<file path="src/rtl/core/vrmp_pkg.sv">
package vrmp_pkg;

    localparam int unsigned DataW  = 16;
    localparam int unsigned IndexW = 3;
    localparam int unsigned PhaseW = 3;
    localparam int unsigned SpeedW = 8;

    // Word register indexes of the port.
    localparam logic [IndexW-1:0] RegPointer  = 3'd0;
    localparam logic [IndexW-1:0] RegData     = 3'd1;
    localparam logic [IndexW-1:0] RegModulo   = 3'd2;
    localparam logic [IndexW-1:0] RegAnim     = 3'd3;
    localparam logic [IndexW-1:0] RegDataRd0  = 3'd4;
    localparam logic [IndexW-1:0] RegDataRd1  = 3'd5;

    localparam logic OpRead  = 1'b0;
    localparam logic OpWrite = 1'b1;

    // Fixed bit 7 of the animation register read value.
    localparam logic [7:0] AnimFlag = 8'h80;

    typedef struct packed {
        logic              operation;
        logic [IndexW-1:0] reg_index;
        logic              byte_access;
        logic              byte_odd;
        logic [DataW-1:0]  write_data;
        logic [PhaseW-1:0] frame_phase;
    } t_access;

    typedef struct packed {
        logic             en;
        logic [DataW-1:0] data;
    } t_mem_wr;

endpackage

</file>
<file path="src/rtl/core/vrmp_exec.sv">
module vrmp_exec (
    input  logic                       i_clk,
    input  logic                       i_rst_n,
    input  logic                       i_adv,
    input  vrmp_pkg::t_access          i_acc,
    input  logic [vrmp_pkg::DataW-1:0] i_word,
    output logic [vrmp_pkg::DataW-1:0] o_ptr,
    output logic [vrmp_pkg::DataW-1:0] o_next_ptr,
    output vrmp_pkg::t_mem_wr          o_mem_wr,
    output logic [vrmp_pkg::DataW-1:0] o_result
);

    logic [vrmp_pkg::DataW-1:0]  r_ptr;
    logic [vrmp_pkg::DataW-1:0]  r_step;
    logic [vrmp_pkg::SpeedW-1:0] r_speed;
    logic [vrmp_pkg::DataW-1:0]  n_ptr;
    logic [vrmp_pkg::DataW-1:0]  n_step;
    logic [vrmp_pkg::SpeedW-1:0] n_speed;
    logic [vrmp_pkg::DataW-1:0]  rd_val;
    logic [vrmp_pkg::DataW-1:0]  wr_val;
    logic                        wr_en;
    logic                        mem_we;

    always_comb begin
        unique case (i_acc.reg_index) inside
            vrmp_pkg::RegPointer, vrmp_pkg::RegData,
            vrmp_pkg::RegDataRd0, vrmp_pkg::RegDataRd1: rd_val = i_word;
            vrmp_pkg::RegModulo: rd_val = r_step;
            vrmp_pkg::RegAnim: rd_val = {r_speed, vrmp_pkg::AnimFlag[7:3], i_acc.frame_phase};
            default: rd_val = '0;
        endcase
    end

    // An even byte write merges its low byte into the register's read value.
    assign wr_en  = (i_acc.operation == vrmp_pkg::OpWrite)
                    && (!i_acc.byte_access || !i_acc.byte_odd);
    assign wr_val = i_acc.byte_access ? {rd_val[15:8], i_acc.write_data[7:0]}
                                      : i_acc.write_data;

    always_comb begin
        n_ptr   = r_ptr;
        n_step  = r_step;
        n_speed = r_speed;
        mem_we  = 1'b0;
        if (i_adv && wr_en) begin
            unique case (i_acc.reg_index)
                vrmp_pkg::RegPointer: n_ptr = wr_val;
                vrmp_pkg::RegData: begin
                    mem_we = 1'b1;
                    n_ptr  = r_ptr + r_step;
                end
                vrmp_pkg::RegModulo: n_step = wr_val;
                vrmp_pkg::RegAnim: n_speed = wr_val[15:8];
                default: ;
            endcase
        end
    end

    always_ff @(posedge i_clk) begin
        if (!i_rst_n) begin
            r_ptr   <= '0;
            r_step  <= '0;
            r_speed <= '0;
        end else begin
            r_ptr   <= n_ptr;
            r_step  <= n_step;
            r_speed <= n_speed;
        end
    end

    assign o_ptr         = r_ptr;
    assign o_next_ptr    = n_ptr;
    assign o_mem_wr.en   = mem_we;
    assign o_mem_wr.data = wr_val;
    assign o_result      = (i_acc.operation == vrmp_pkg::OpRead && !i_acc.byte_access)
                           ? rd_val : '0;

endmodule

</file>
<file path="config.mk">
export PLATFORM = sky130hd
export DESIGN_NAME = vrmp_exec
export DESIGN_NICKNAME = d
export VERILOG_FILES = /design/src/rtl/core/vrmp_pkg.sv /design/src/rtl/core/vrmp_exec.sv
export SDC_FILE = /design/constraint.sdc
export NUM_CORES = 1
export LEC_CHECK = 0
export BUFFER_PORTS_ARGS = -buffer_cell sky130_fd_sc_hd__buf_4
export CELL_PAD_IN_SITES_DETAIL_PLACEMENT = 1
export CELL_PAD_IN_SITES_GLOBAL_PLACEMENT = 1
export CORE_MARGIN = 2
export CORE_UTILIZATION = 35
export CTS_BUF_LIST = sky130_fd_sc_hd__clkbuf_2 sky130_fd_sc_hd__clkbuf_4 sky130_fd_sc_hd__clkbuf_8
export DETAILED_ROUTE_END_ITERATION = 10
export GPL_TIMING_DRIVEN = 0
export PLACE_DENSITY_LB_ADDON = 0.1
export SETUP_SLACK_MARGIN = 0.2
export SYNTH_ARGS = -nofsm -noshare
export SYNTH_HDL_FRONTEND = slang
export SYNTH_SLANG_ARGS = --single-unit
export TNS_END_PERCENT = 10
</file>
<file path="constraint.sdc">
create_clock -name i_clk -period 2.6 [get_ports i_clk]
set_clock_uncertainty 0.15 [all_clocks]
set_input_delay 0 -clock i_clk [delete_from_list [all_inputs] [get_ports i_clk]]
set_output_delay 0 -clock i_clk [all_outputs]
set_load 0.05 [all_outputs]
</file>
==> flow_metrics.tcl <==
set metrics [dict create \
    status "finished with violations" \
    violations "setup timing" \
    grt_usage_pct 24.7 \
    num_io_pins 109 \
    cp.arrival_ns 2.49 \
    cts_buffer_depth 2 \
    place_inst 635 \
    synth-async-reset-ratio_pct 0 \
    cts_tree "built" \
    path_max_fanout 4 \
    min_to "r_speed[2]" \
    post_drt_wl_per_cell_um 18.3 \
    layout_commonest_cell "buf_4" \
    final_area_um2 4560 \
    ant_nets 0 \
    hold_viol 0 \
    startpoint_type "flip-flop" \
    grt_overflow 0 \
    synthFlopType "dfxtp_1" \
    grt_pass1_vias 3717 \
    min_period_ns 2.64 \
    synth_top_family_by_area "compound AO/OA/AOI/OAI gates" \
    crit_type "flip-flop to primary output" \
    netlist_top_cells_area "dfxtp_1 26%, a21oi_1 11%, nand2_1 8.4%, ha_1 6.1%, nor2_1 4.3%" \
    worstPathRequired_ns 2.45 \
    yosysWarningCount 0 \
    clk_pin_slew_ns 0.09 \
    synth-seq-cells 40 \
    cts_buffers 5 \
    syn_avg_cell_area_um2 7.34 \
    ys_types 47 \
    vias_per_cell 5.47 \
    finalSetupTns_ns -0.0424 \
    netlist_instances 421 \
    rr_worst_depth 10 \
    max_freq_mhz 378 \
    synth_top_area_share_pct 25.9 \
    synthSimpleGateAreaFrac_pct 25.6 \
    synth_area_um2 3090 \
    grt_pass1_wl_um 19100 \
    min_path_cells 5 \
    hold_class "input port to flip-flop" \
    vdd_ir_drop_max_v 0.000204 \
    setup_violations 1 \
    maxCapViolations 0 \
    drcViolationCount 0 \
    clkLatencyLatePin_ns 0.30 \
    slew_violations 0 \
    antenna_found_initial 0 \
    setup_slack_ns -0.0424 \
    grt_setup_unrepaired "true" \
    worst_pin_slew_ns 0.901 \
    syn-num-nets 481 \
    yosysSeqAreaShare_pct 25.9 \
    r2r-end "o_ptr[12]" \
    drt_iter0_drc 124 \
    crit_path_start "o_ptr[0]" \
    yosys.area.top_type "dfxtp_1" \
    h-tree-depth 2 \
    cts_sinks 40 \
    power_density_nw_per_um2 357 \
    gp_congestion 0.836 \
    fp.dieH_um 98.0 \
    p_leak_nw 1.92 \
    critPathCaptureType "primary output" \
    most-common-layout-cells "120 x buf_4, 69 x nand2_1, 63 x a21oi_1" \
    start_util_pct 35.8 \
    die_w_um 98.0 \
    antenna_cells 0 \
    synth_compound_area_share_pct 27.0 \
    coreArea_um2 8640 \
    cts_root_buf "clkbuf_8" \
    area_growth_pct 47.5 \
    die_area_um2 9590 \
    routed_wl_um 12100 \
    vias 3609 \
    rows 34 \
    yosys-mux-area-fraction_pct 6.24 \
    fin_crit_sh_pct 102 \
    dr.pass1.iters 4 \
    worst-r2r-setup-slack_ns 0.18 \
    drive_above_1_share_pct 37.5 \
    synth_adder_area_share_pct 6.72 \
    dpl_cell_area_um2 4090 \
    synthXorXnorAreaFrac_pct 1.70 \
    hold_start "i_acc[13]" \
    grt_start_max_net_pins 14 \
    slew_headroom_pct 40.0 \
    worstReg2RegStart "o_ptr[0]" \
    io_buffers 106 \
    synth_edf_count 0 \
    instances_no_fill 660 \
    nets 611 \
    dp_hpwl_um 9260 \
]
sequential cells by signal (all words and copies together), names as in the netlist:
| register | cells |
|---|---|
| o_ptr | 16 |
| r_step | 16 |
| r_speed | 8 |
synthesized netlist by cell type (3+ instances only):
| cell | n |
|---|---|
| nor4_1 | 3 |
| and2_1 | 10 |
| a21o_1 | 3 |
| nor2_1 | 35 |
| a211oi_1 | 8 |
| o211ai_1 | 4 |
| mux2_2 | 10 |
| a21oi_1 | 70 |
| a21oi_2 | 4 |
| nand2_1 | 69 |
| nand2b_1 | 5 |
| nor2b_1 | 14 |
| a31oi_1 | 4 |
| ha_1 | 15 |
| nor3_1 | 7 |
| o21ai_0 | 12 |
| buf_2 | 10 |
| a211oi_2 | 3 |
| or3_1 | 3 |
| mux2i_1 | 8 |
| buf_4 | 13 |
| and3_1 | 7 |
| xor2_1 | 4 |
| clkbuf_1 | 8 |
| nand3_1 | 9 |
| dfxtp_1 | 40 |
| o221ai_1 | 3 |
| o21a_1 | 6 |
| inv_1 | 9 |
critical path: stages (launching register included):
cell	delay, ns
dfxtp_4	0.38
ha_4	0.15
inv_2	0.04
fa_2	0.36
nor2b_4	0.18
o31a_1	0.19
o21ai_2	0.09
o211ai_1	0.25
mux2i_1	0.30
nand2_1	0.10
buf_6	0.16
per-stage QoR:
stage | power, mW | setup slack [ns] | util [%] | hold slack, ns
after floorplan | 0.915 | -0.0247 | - | -0.0284
after global placement | 1.07 | -0.0396 | 47.3 | 0.118
after detailed placement | 1.07 | -0.135 | 47.3 | 0.130
after CTS | 1.63 | -0.0113 | 52.3 | 0.0131
after global routing | 1.68 | -0.115 | 52.8 | 0.0703
final | 1.63 | -0.0424 | 52.8 | 0.0136
final cells by class:
type	instances	area (um2)
fillers	1097	4080
multi-input cells	341	2310
repair buffers	123	970
flip-flops and latches	40	812
plain buffers	31	180
well taps	108	135
clock buffers	5	68.8
clock inverters	3	42.5
inverters	9	33.8
metal layers:
layer,part of all wire (%),up-vias,track usage (%)
met1,44,1752,33.0
met2,49,108,42.0
met3,5.2,14,3.51
met5,0,-,0
met4,1.2,0,6.09
li1,-,1735,-
where the power goes:
part / switching, mW / internal [mW] / total (mW)
registers: 0.00969 / 0.619 / 0.628
logic: 0.287 / 0.169 / 0.457
clock network: 0.255 / 0.285 / 0.540
total: 0.552 / 1.07 / 1.63
worst max path at each step:
stage                     end  slack, ns  cells past startpoint
5_1_grt        o_next_ptr[12]      -0.12                     10
6_report       o_next_ptr[12]      -0.04                     10
3_3_place_gp   o_next_ptr[14]      -0.04                     10
2_1_floorplan        o_ptr[7]      -0.02                      7
3_5_place_dp   o_next_ptr[14]      -0.13                     10
4_1_cts        o_next_ptr[12]      -0.01                     10
logic make-up (layout without fill, tap and decap cells):
logic type	count (synthesis)	after routing
simple gates	169	169
mux	18	18
flops	40	40
buf+inv	40	171
fa+ha+maj	16	16
compound gates	132	132
xor+xnor	6	6
what timing repair did:
item,in CTS,in global routing
gates resized for setup,39,7
endpoints found under the hold margin,20,0
setup endpoints to repair,15,13
setup buffers,5,1
pin swaps,6,6
hold buffers,11,0
(Power assumes the default switching activity.)
