<file path="config.mk">
export PLATFORM = sky130hd
export DESIGN_NAME = vrmp_clear
export DESIGN_NICKNAME = d
export VERILOG_FILES = /design/src/rtl/core/vrmp_clear.sv
export SDC_FILE = /design/constraint.sdc
export NUM_CORES = 1
export LEC_CHECK = 0
export BUFFER_PORTS_ARGS = -buffer_cell sky130_fd_sc_hd__buf_2
export CAP_MARGIN = 20
export CORE_MARGIN = 5
export CORE_UTILIZATION = 25
export DETAILED_ROUTE_END_ITERATION = 12
export PLACE_DENSITY = 0.5
export SYNTH_ARGS = -nofsm -noshare
export SYNTH_HDL_FRONTEND = slang
export SYNTH_SLANG_ARGS = --single-unit
</file>
<file path="constraint.sdc">
create_clock -name i_clk -period 1.58 [get_ports i_clk]
set_input_delay 0.237 -clock i_clk [delete_from_list [all_inputs] [get_ports i_clk]]
set_output_delay 0.237 -clock i_clk [all_outputs]
set_load 0.01 [all_outputs]
</file>
<file path="src/rtl/core/vrmp_clear.sv">
module vrmp_clear #(
    parameter int unsigned ADDR_BITS = 16
) (
    input  logic                 i_clk,
    input  logic                 i_rst_n,
    output logic                 o_busy,
    output logic [ADDR_BITS-1:0] o_addr
);

    logic                 r_busy;
    logic [ADDR_BITS-1:0] r_addr;

    // One word is zeroed per cycle, from the bottom of the memory up.
    always_ff @(posedge i_clk) begin
        if (!i_rst_n) begin
            r_busy <= 1'b1;
            r_addr <= '0;
        end else if (r_busy) begin
            r_addr <= r_addr + 1'b1;
            if (&r_addr) begin
                r_busy <= 1'b0;
            end
        end
    end

    assign o_busy = r_busy;
    assign o_addr = r_addr;

endmodule

</file>
==> results.yml, run 1 <==
route:
  wire_per_inst_um: 10.9
  dr.pass1.iters: 4
  num_vias: 655
  viasPerCell: 4.34
  route.detailed.drc: 0
  drt_iter0_drc: 14
  final_antenna_net_count: 0
  wirelength_mm: 1.65
timing:
  fmax_mhz: 679
  rsz0062_at_grt: "no"
  worst_pin_slew_ns: 0.381
  finClkSkew_ns: 0.00731
  hold_viol: 0
  finalCritPeriodShare: 0.932
  final-setup-viol-count: 0
  relSlewSlack: 0.746
  fin_crit_ns: 1.47
  drv_slew: 0
  finalSetupTns_ns: 0
  whs_ns: 0.259
die:
  die_y_um: 66.0
  row_count: 20
  fp.dieArea_um2: 4350
  io_pins: 19
  die_x_um: 66.0
  start_util: 0.259
  core_area_um2: 3030
grt:
  grt_overflow_total: 0
  grt_pass1_wl_mm: 3.01
  antenna_found_initial: 0
  first_global_vias: 662
  grt_max_degree: 20
  grt_usage: 0.0884
clocking:
  clkLatencyLatePin_ns: 0.29
  cts_buffers: 3
  root_buffer: "clkbuf_4"
  cts_tree: "done"
  cts.sinks: 17
  clkTransAtPathRegs_ns: 0.11
  htree_levels: 1
  cts_buffer_depth: 2
  ctsHoldBuffers: 0
  postCtsSetupRepairBufs: 0
placed_design:
  placedCellCount: 147
  gp_congestion: 0.729
  detailed_place_hpwl_mm: 1.21
  io_buffer_count: 18
  post_dp_cell_area_um2: 970
synthesis:
  syn_inst: 80
  avgSynthCellArea_um2: 9.79
  synth_ff_type: "dfxtp_1"
  synth.distinct_cells: 21
  yosysWarningCount: 0
  netlist_area_um2: 783
  ys_async_sr_fraction: 0
  syn-num-nets: 83
  yosysSeqAreaShare: 0.435
  yosys_register_bits: 17
  synth-edff-count: 0
flow_run:
  drv_cap: 0
setup_path:
  path_max_fanout: 5
  cp.required_ns: 1.82
  r2r_end: "o_addr[14]"
  r2r-start: "o_addr[1]"
  rrSetupSlack_ns: 0.11
  cp-end-kind: "flip-flop"
  critPathLaunchType: "flip-flop"
  reg2reg_depth: 5
  cp.arrival_ns: 1.71
  crit_type: "flip-flop to flip-flop"
cells_and_area:
  area_growth_pct: 27.8
  final_nets: 111
  antenna_cells: 0
  post-route-cell-area_um2: 1000
  final_cell_mix: "buf_2, dfxtp_1, and2_1"
  final_common_cell: "buf_2"
  multi_input_area_um2: 427
  fillers: 319
  final_cell_count_no_fill: 151
  drive_gt1_frac: 0.327
  register_area_um2: 342
outcome:
  status: "finished clean"
min_path:
  hold_depth: 2
  hp-class: "input pin to flip-flop"
  min_from: "i_rst_n"
  holdPathEnd: "o_busy"
power:
  cellPowerDensity_nw_per_um2: 713
  peakVddDrop_uv: 472
  leakage_nw: 0.420
  finalPower_uw: 714
[critical path, cell delays in order (launching register included)]
cell	delay, ns
dfxtp_1	0.38
ha_1	0.19
and3_2	0.25
nand3_4	0.11
or3_1	0.37
a21boi_1	0.13
[layer usage]
layer / share of wire / global-route usage
met3: 0.054 / 0.0323
met5: 0 / 0
met1: 0.48 / 0.112
met2: 0.45 / 0.138
met4: 0.014 / 0.0305
[power by group]
part           switching, mW  internal (mW)  leakage, nW  total [mW]
Clock                  0.143         0.0941       0.0177       0.237
Combinational         0.0186         0.0162        0.265      0.0348
Sequential           0.00678          0.435        0.138       0.442
Total                  0.168          0.546        0.420       0.714
[through the flow]
step | utilization | setup slack (ns)
floorplan | - | 0.0913
global placement | 0.320 | 0.0971
detailed placement | 0.320 | 0.0181
CTS | 0.329 | 0.0218
global route | 0.331 | 0.0138
finish | 0.331 | 0.107
[synth_stat cells, drive strengths merged (2+ instances only)]
| library cell | number | area, um2 |
|---|---|---|
| o21ai | 4 | 20.0 |
| nand3 | 6 | 55.1 |
| o31ai | 2 | 15.0 |
| nand2 | 6 | 22.5 |
| nand4 | 4 | 25.0 |
| and4 | 3 | 26.3 |
| a21boi | 3 | 22.5 |
| buf | 2 | 15.0 |
| and2 | 10 | 62.6 |
| and3 | 2 | 12.5 |
| xor2 | 2 | 17.5 |
| or3 | 3 | 18.8 |
| dfxtp | 17 | 340 |
| xnor2 | 8 | 70.1 |
| o211ai | 2 | 15.0 |
| nand2b | 2 | 12.5 |
[worst max path at each step]
| stage | startpoint | to | slack, ns | cells after the start |
|---|---|---|---|---|
| detailed placement | o_addr[0] | o_addr[14] | 0.02 | 5 |
| global route | o_addr[10] | o_addr[15] | 0.01 | 4 |
| global placement | o_addr[0] | o_addr[14] | 0.1 | 5 |
| floorplan | o_addr[0] | o_addr[14] | 0.09 | 5 |
| CTS | o_addr[0] | o_addr[14] | 0.02 | 5 |
| finish | o_addr[1] | o_addr[14] | 0.11 | 5 |
[logic make-up after synthesis]
kind of cell             synth area share
AND/OR/NAND/NOR                     0.308
flip-flops                          0.435
AO/OA/AOI/OAI                      0.0926
XOR/XNOR                            0.112
buffers and inverters              0.0240
multiplexers                       0.0128
adder cells (fa/ha/maj)            0.0160
[state kept, by name, indices dropped and copies added (netlist names)]
| name | count |
|---|---|
| o_addr | 16 |
| o_busy | 1 |
[final cells by class]
cell class	instances	share of cell area
Clock buffer	3	0.0225
Tap cell	44	0.0550
Timing Repair Buffer	26	0.150
Multi-Input combinational cell	60	0.426
Clock inverter	1	0.00500
Sequential cell	17	0.341
[timing repair]
item	4_1_cts	5_1_grt
resized for setup	0	3
hold endpoints to repair	0	0
setup endpoints to repair	0	3
(Power assumes the default switching activity.)
==> inputs of run 2 (changes only) <==
--- a/config.mk
+++ b/config.mk
@@ -11,6 +11,7 @@
 export CORE_UTILIZATION = 25
 export DETAILED_ROUTE_END_ITERATION = 12
 export PLACE_DENSITY = 0.5
+export SETUP_SLACK_MARGIN = 0.15
 export SYNTH_ARGS = -nofsm -noshare
 export SYNTH_HDL_FRONTEND = slang
 export SYNTH_SLANG_ARGS = --single-unit
==> results.yml, run 2 (synthesized netlist as in run 1, its figures left out) <==
outcome:
  status: "finished clean"
route:
  met1_length_um: 841
  num_vias: 660
  dr.pass1.iters: 4
  wirelength_mm: 1.80
  wl_met2_um: 859
  drt_iter0_drc: 6
  top_layer: "met4"
  viasPerCell: 4.40
  met3_length_um: 71
  route.detailed.drc: 0
  final_antenna_net_count: 0
  wire_per_inst_um: 12.0
clocking:
  clkTransAtPathRegs_ns: 0.11
  clkLatencyLatePin_ns: 0.30
  htree_levels: 1
  cts_buffer_depth: 2
  cts_tree: "done"
  cts_buffers: 3
  root_buffer: "clkbuf_4"
  cts.sinks: 17
die:
  start_util: 0.259
  io_pins: 19
  die_x_um: 66.0
  fp.dieArea_um2: 4350
  core_area_um2: 3030
  die_y_um: 66.0
  row_count: 20
min_path:
  min_from: "i_rst_n"
  hold_depth: 2
  holdPathEnd: "o_busy"
  hp-class: "input pin to flip-flop"
placed_design:
  io_buffer_count: 18
  gp_congestion: 0.733
  placedCellCount: 144
  detailed_place_hpwl_mm: 1.29
grt:
  grt_overflow_total: 0
  antenna_found_initial: 0
  first_global_vias: 657
  grt_usage: 0.0895
  grt_pass1_wl_mm: 3.06
  grt_max_degree: 20
timing:
  drv_slew: 0
  relSlewSlack: 0.747
  finalSetupTns_ns: 0
  fin_crit_ns: 1.36
  finClkSkew_ns: 0.00653
  worst_pin_slew_ns: 0.379
  hold_viol: 0
  rsz0062_at_grt: "yes"
  final-setup-viol-count: 0
  fmax_mhz: 733
  finalCritPeriodShare: 0.863
setup_path:
  slowest_delay_ns: 0.38
  cp.arrival_ns: 1.60
  cp.required_ns: 1.82
  r2r-start: "o_addr[0]"
  crit_type: "flip-flop to flip-flop"
  reg2reg_depth: 5
  r2r_end: "o_addr[14]"
  rrSetupSlack_ns: 0.22
  worstPathCellList: "ha_4 -> and3_4 -> nand3_4 -> or3_1 -> a21boi_1"
  crit_path_top_delay_cell: "dfxtp_4"
  cp-end-kind: "flip-flop"
  path_max_fanout: 5
  critPathLaunchType: "flip-flop"
cells_and_area:
  final_nets: 110
  largest_reg_flops: 16
  fillers: 326
  final_cell_mix: "buf_2, and2_1, dfxtp_1"
  area_growth_pct: 31.8
  drive_gt1_frac: 0.415
  final_common_cell: "buf_2"
  antenna_cells: 0
  final_cell_count_no_fill: 150
flow_run:
  drv_cap: 0
power:
  cellPowerDensity_nw_per_um2: 702
  finalPower_uw: 724
  leakage_nw: 0.419
  peakVddDrop_uv: 501
## run 2: cell types whose count changed in the layout (fill, tap and decap cells not counted), moves of 2 or more
| cell | before | now |
|---|---|---|
| dfxtp_1 | 16 | 9 |
| dfxtp_2 | 1 | 5 |
| and4_4 | 0 | 3 |
| dfxtp_4 | 0 | 3 |
| and4_1 | 2 | 0 |
## run 2: per-stage QoR
step / util / area (um2) / hold WS (ns) / setup WS, ns
6_report: 0.341 / 1030 / 0.254 / 0.216
5_1_grt: 0.341 / 1030 / 0.274 / 0.142
4_1_cts: 0.330 / 998 / 0.251 / 0.142
3_5_place_dp: 0.315 / 953 / 0.499 / 0.0695
3_3_place_gp: 0.315 / 953 / 0.493 / 0.101
2_1_floorplan: - / 790 / 0.359 / 0.147
## run 2: layout make-up
type,count,area [um2],area share
multi-input cells,60,449,0.435
flip-flops and latches,17,358,0.347
repair buffers,25,143,0.138
well taps,44,55.1,0.0533
clock buffers,3,22.5,0.0218
clock inverters,1,5.00,0.00485
## run 2: where the power goes
group / total, mW / switching (mW) / internal, mW
sequential: 0.442 / 0.00885 / 0.433
combinational: 0.0420 / 0.0204 / 0.0216
clock: 0.240 / 0.146 / 0.0944
total: 0.724 / 0.175 / 0.549
## run 2: worst max path at each step
stage,start,endpoint,cells past startpoint
6_report,o_addr[0],o_addr[14],5
5_1_grt,o_addr[0],o_addr[14],5
4_1_cts,o_addr[0],o_addr[14],5
3_5_place_dp,o_addr[5],o_addr[14],4
3_3_place_gp,o_busy,o_addr[15],4
2_1_floorplan,o_busy,o_addr[15],5
## run 2: what timing repair did
item / 4_1_cts / 5_1_grt
hold buffers: 0 / 0
pin swaps: 0 / 2
buffers inserted: 1 / 1
resized for setup: 7 / 11
setup endpoints to repair: 4 / 3
cloned: 0 / 0
## run 2: critical path: cells and delay by family (launching register included)
kind | cells | cell delay [ns]
and+or+nand+nor | 3 | 0.65
DFF | 1 | 0.38
adders and majority gates | 1 | 0.14
AOI/OAI and AO/OA | 1 | 0.14
## run 2: per-layer routing
| metal | global-route usage | up-vias |
|---|---|---|
| li1 | - | 336 |
| met1 | 0.107 | 309 |
| met2 | 0.149 | 13 |
| met3 | 0.0255 | 2 |
| met4 | 0.0381 | 0 |
| met5 | 0 | - |
==> inputs of run 3 (changes only) <==
--- a/config.mk
+++ b/config.mk
@@ -5,9 +5,10 @@
 export SDC_FILE = /design/constraint.sdc
 export NUM_CORES = 1
 export LEC_CHECK = 0
+export ABC_AREA = 1
 export BUFFER_PORTS_ARGS = -buffer_cell sky130_fd_sc_hd__buf_2
 export CAP_MARGIN = 20
-export CORE_MARGIN = 5
+export CORE_MARGIN = 2
 export CORE_UTILIZATION = 25
 export DETAILED_ROUTE_END_ITERATION = 12
 export PLACE_DENSITY = 0.5
==> results.yml, run 3 <==
route:
  route.detailed.drc: 0
  wirelength_mm: 2.04
  viasPerCell: 4.38
  drt_iter0_drc: 33
  dr.pass1.iters: 4
  num_vias: 836
  wire_per_inst_um: 10.7
  final_antenna_net_count: 0
cells_and_area:
  final_common_cell: "nand2_1"
  drive_gt1_frac: 0.228
  fillers: 390
  final_nets: 149
  antenna_cells: 0
  largest_reg_flops: 16
  final_cell_mix: "nand2_1, nor2_1, buf_2"
  post-route-cell-area_um2: 1020
  area_growth_pct: 19.4
grt:
  antenna_found_initial: 0
  grt_max_degree: 13
  grt_usage: 0.115
  first_global_vias: 780
  grt_pass1_wl_mm: 3.60
  grt_overflow_total: 0
placed_design:
  gp_congestion: 0.795
  pre_cts_ws_ns: 0.316
  detailed_place_hpwl_mm: 1.55
  post_dp_cell_area_um2: 996
  io_buffer_count: 18
synthesis:
  synthMuxAreaShare: 0
  synth_largest_area_cell: "dfxtp_1"
  avgSynthCellArea_um2: 6.90
  yosys-top-cells-area: "dfxtp_1, nand2_1, nor2_1"
  netlist.area_leader.share: 0.398
  synth_commonest_cells: "nand2_1, nor2_1, dfxtp_1"
  synth.distinct_cells: 19
  syn_inst: 124
  yosys_register_bits: 17
  yosysWarningCount: 0
  ys_async_sr_fraction: 0
  synth_ff_type: "dfxtp_1"
  yosysMostFrequentCell: "nand2_1"
  synth-edff-count: 0
  syn-num-nets: 127
  synth_compound_area_frac: 0.0906
  synth_top_family_by_area: "simple AND/OR/NAND/NOR gates"
  synthAdderAreaFrac: 0.0146
  synthSimpleGateAreaFrac: 0.412
  yosysSeqAreaShare: 0.398
  synthXorXnorAreaFrac: 0.0102
  netlist_area_um2: 856
timing:
  finalWorstSetupSlack_ns: 0.292
  finalSetupTns_ns: 0
  worst_pin_slew_ns: 0.270
  fin_crit_ns: 1.29
  whs_ns: 0.223
  finalCritPeriodShare: 0.815
  rsz0062_at_grt: "no"
  relSlewSlack: 0.820
  fmax_mhz: 776
  hold_viol: 0
  drv_slew: 0
  finClkSkew_ns: 0.00166
  final-setup-viol-count: 0
die:
  core_area_um2: 3310
  die_x_um: 62.5
  fp.dieArea_um2: 3910
  start_util: 0.259
  die_y_um: 62.5
  row_count: 21
  io_pins: 19
setup_path:
  critPathBufInv: 1
  rrSetupSlack_ns: 0.29
  path_max_fanout: 5
  worst_path_most_repeated_cell: "nand2_1"
  crit_type: "flip-flop to flip-flop"
  crit_path_top_delay_cell: "dfxtp_1"
  cp.required_ns: 1.79
  critPathTopFamily: "simple AND/OR/NAND/NOR gates"
  worstPathCellList: "ha_1 -> nand2_1 -> inv_1 -> nand3_2 -> nor2_2 -> nand2_1 -> nand2_1 -> nor2_1"
  cp.arrival_ns: 1.49
  critPathLaunchType: "flip-flop"
  slowest_delay_ns: 0.41
  cp-end-kind: "flip-flop"
clocking:
  cts_tree: "done"
  clkTransAtPathRegs_ns: 0.11
  postCtsSetupRepairBufs: 0
  htree_levels: 1
  cts_buffer_depth: 2
  ctsHoldBuffers: 0
  root_buffer: "clkbuf_4"
  cts.sinks: 17
  post_cts_resized: 0
  clkLatencyLatePin_ns: 0.30
  cts_buffers: 3
power:
  finalPower_uw: 728
  cellPowerDensity_nw_per_um2: 712
  peakVddDrop_uv: 223
  leakage_nw: 0.443
flow_run:
  drv_cap: 0
outcome:
  status: "finished clean"
min_path:
  hp-class: "input pin to flip-flop"
[run 3: cell types whose count changed after synthesis, moves of 4 or more]
cell	delta
nand2_1	+19
xnor2_1	-8
and2_1	-10
o21ai_1	-4
a21oi_1	+7
nor2_1	+23
nor3_1	+4
inv_1	+15
o21ai_0	+7
[run 3: logic make-up after synthesis]
| kind of cell | after synthesis |
|---|---|
| simple gates | 74 |
| buf+inv | 16 |
| xor+xnor | 1 |
| flops | 17 |
| fa+ha+maj | 1 |
| compound gates | 15 |
[run 3: metrics by stage]
stage               utilization  std cells
floorplan                     -        124
global placement          0.301        187
detailed placement        0.301        187
CTS                       0.309        191
global route              0.309        191
finish                    0.309        191
[run 3: where the power goes]
part           switching (mW)  internal (mW)  total (mW)
combinational          0.0250         0.0132      0.0382
clock                   0.149         0.0984       0.248
sequential            0.00752          0.435       0.442
[run 3: path summary, 6_finish.rpt]
path,startpoint,end,cells past startpoint
worst min-delay path,i_rst_n,o_busy,2
worst max-delay path,o_addr[0],o_addr[12],8
worst max register to register,o_addr[0],o_addr[12],8
worst min register to register,o_addr[3],o_addr[3],1
[run 3: routing by layer]
metal  share of wire  track usage  wire length (um)  vias up
li1                -            -                 -      441
met4           0.017       0.0500                34        0
met5               0            0                 0        -
met3           0.052       0.0378               106        4
met2            0.41        0.165               838       14
met1            0.52        0.156              1060      377
[run 3: cell type report]
cell class / instances / area, um2 / share of cell area
clock buffers: 4 / 26.3 / 0.0257
inverters: 15 / 56.3 / 0.0551
multi-input cells: 91 / 452 / 0.442
flip-flops and latches: 17 / 340 / 0.333
well taps: 46 / 57.6 / 0.0563
repair buffers: 18 / 90.1 / 0.0881
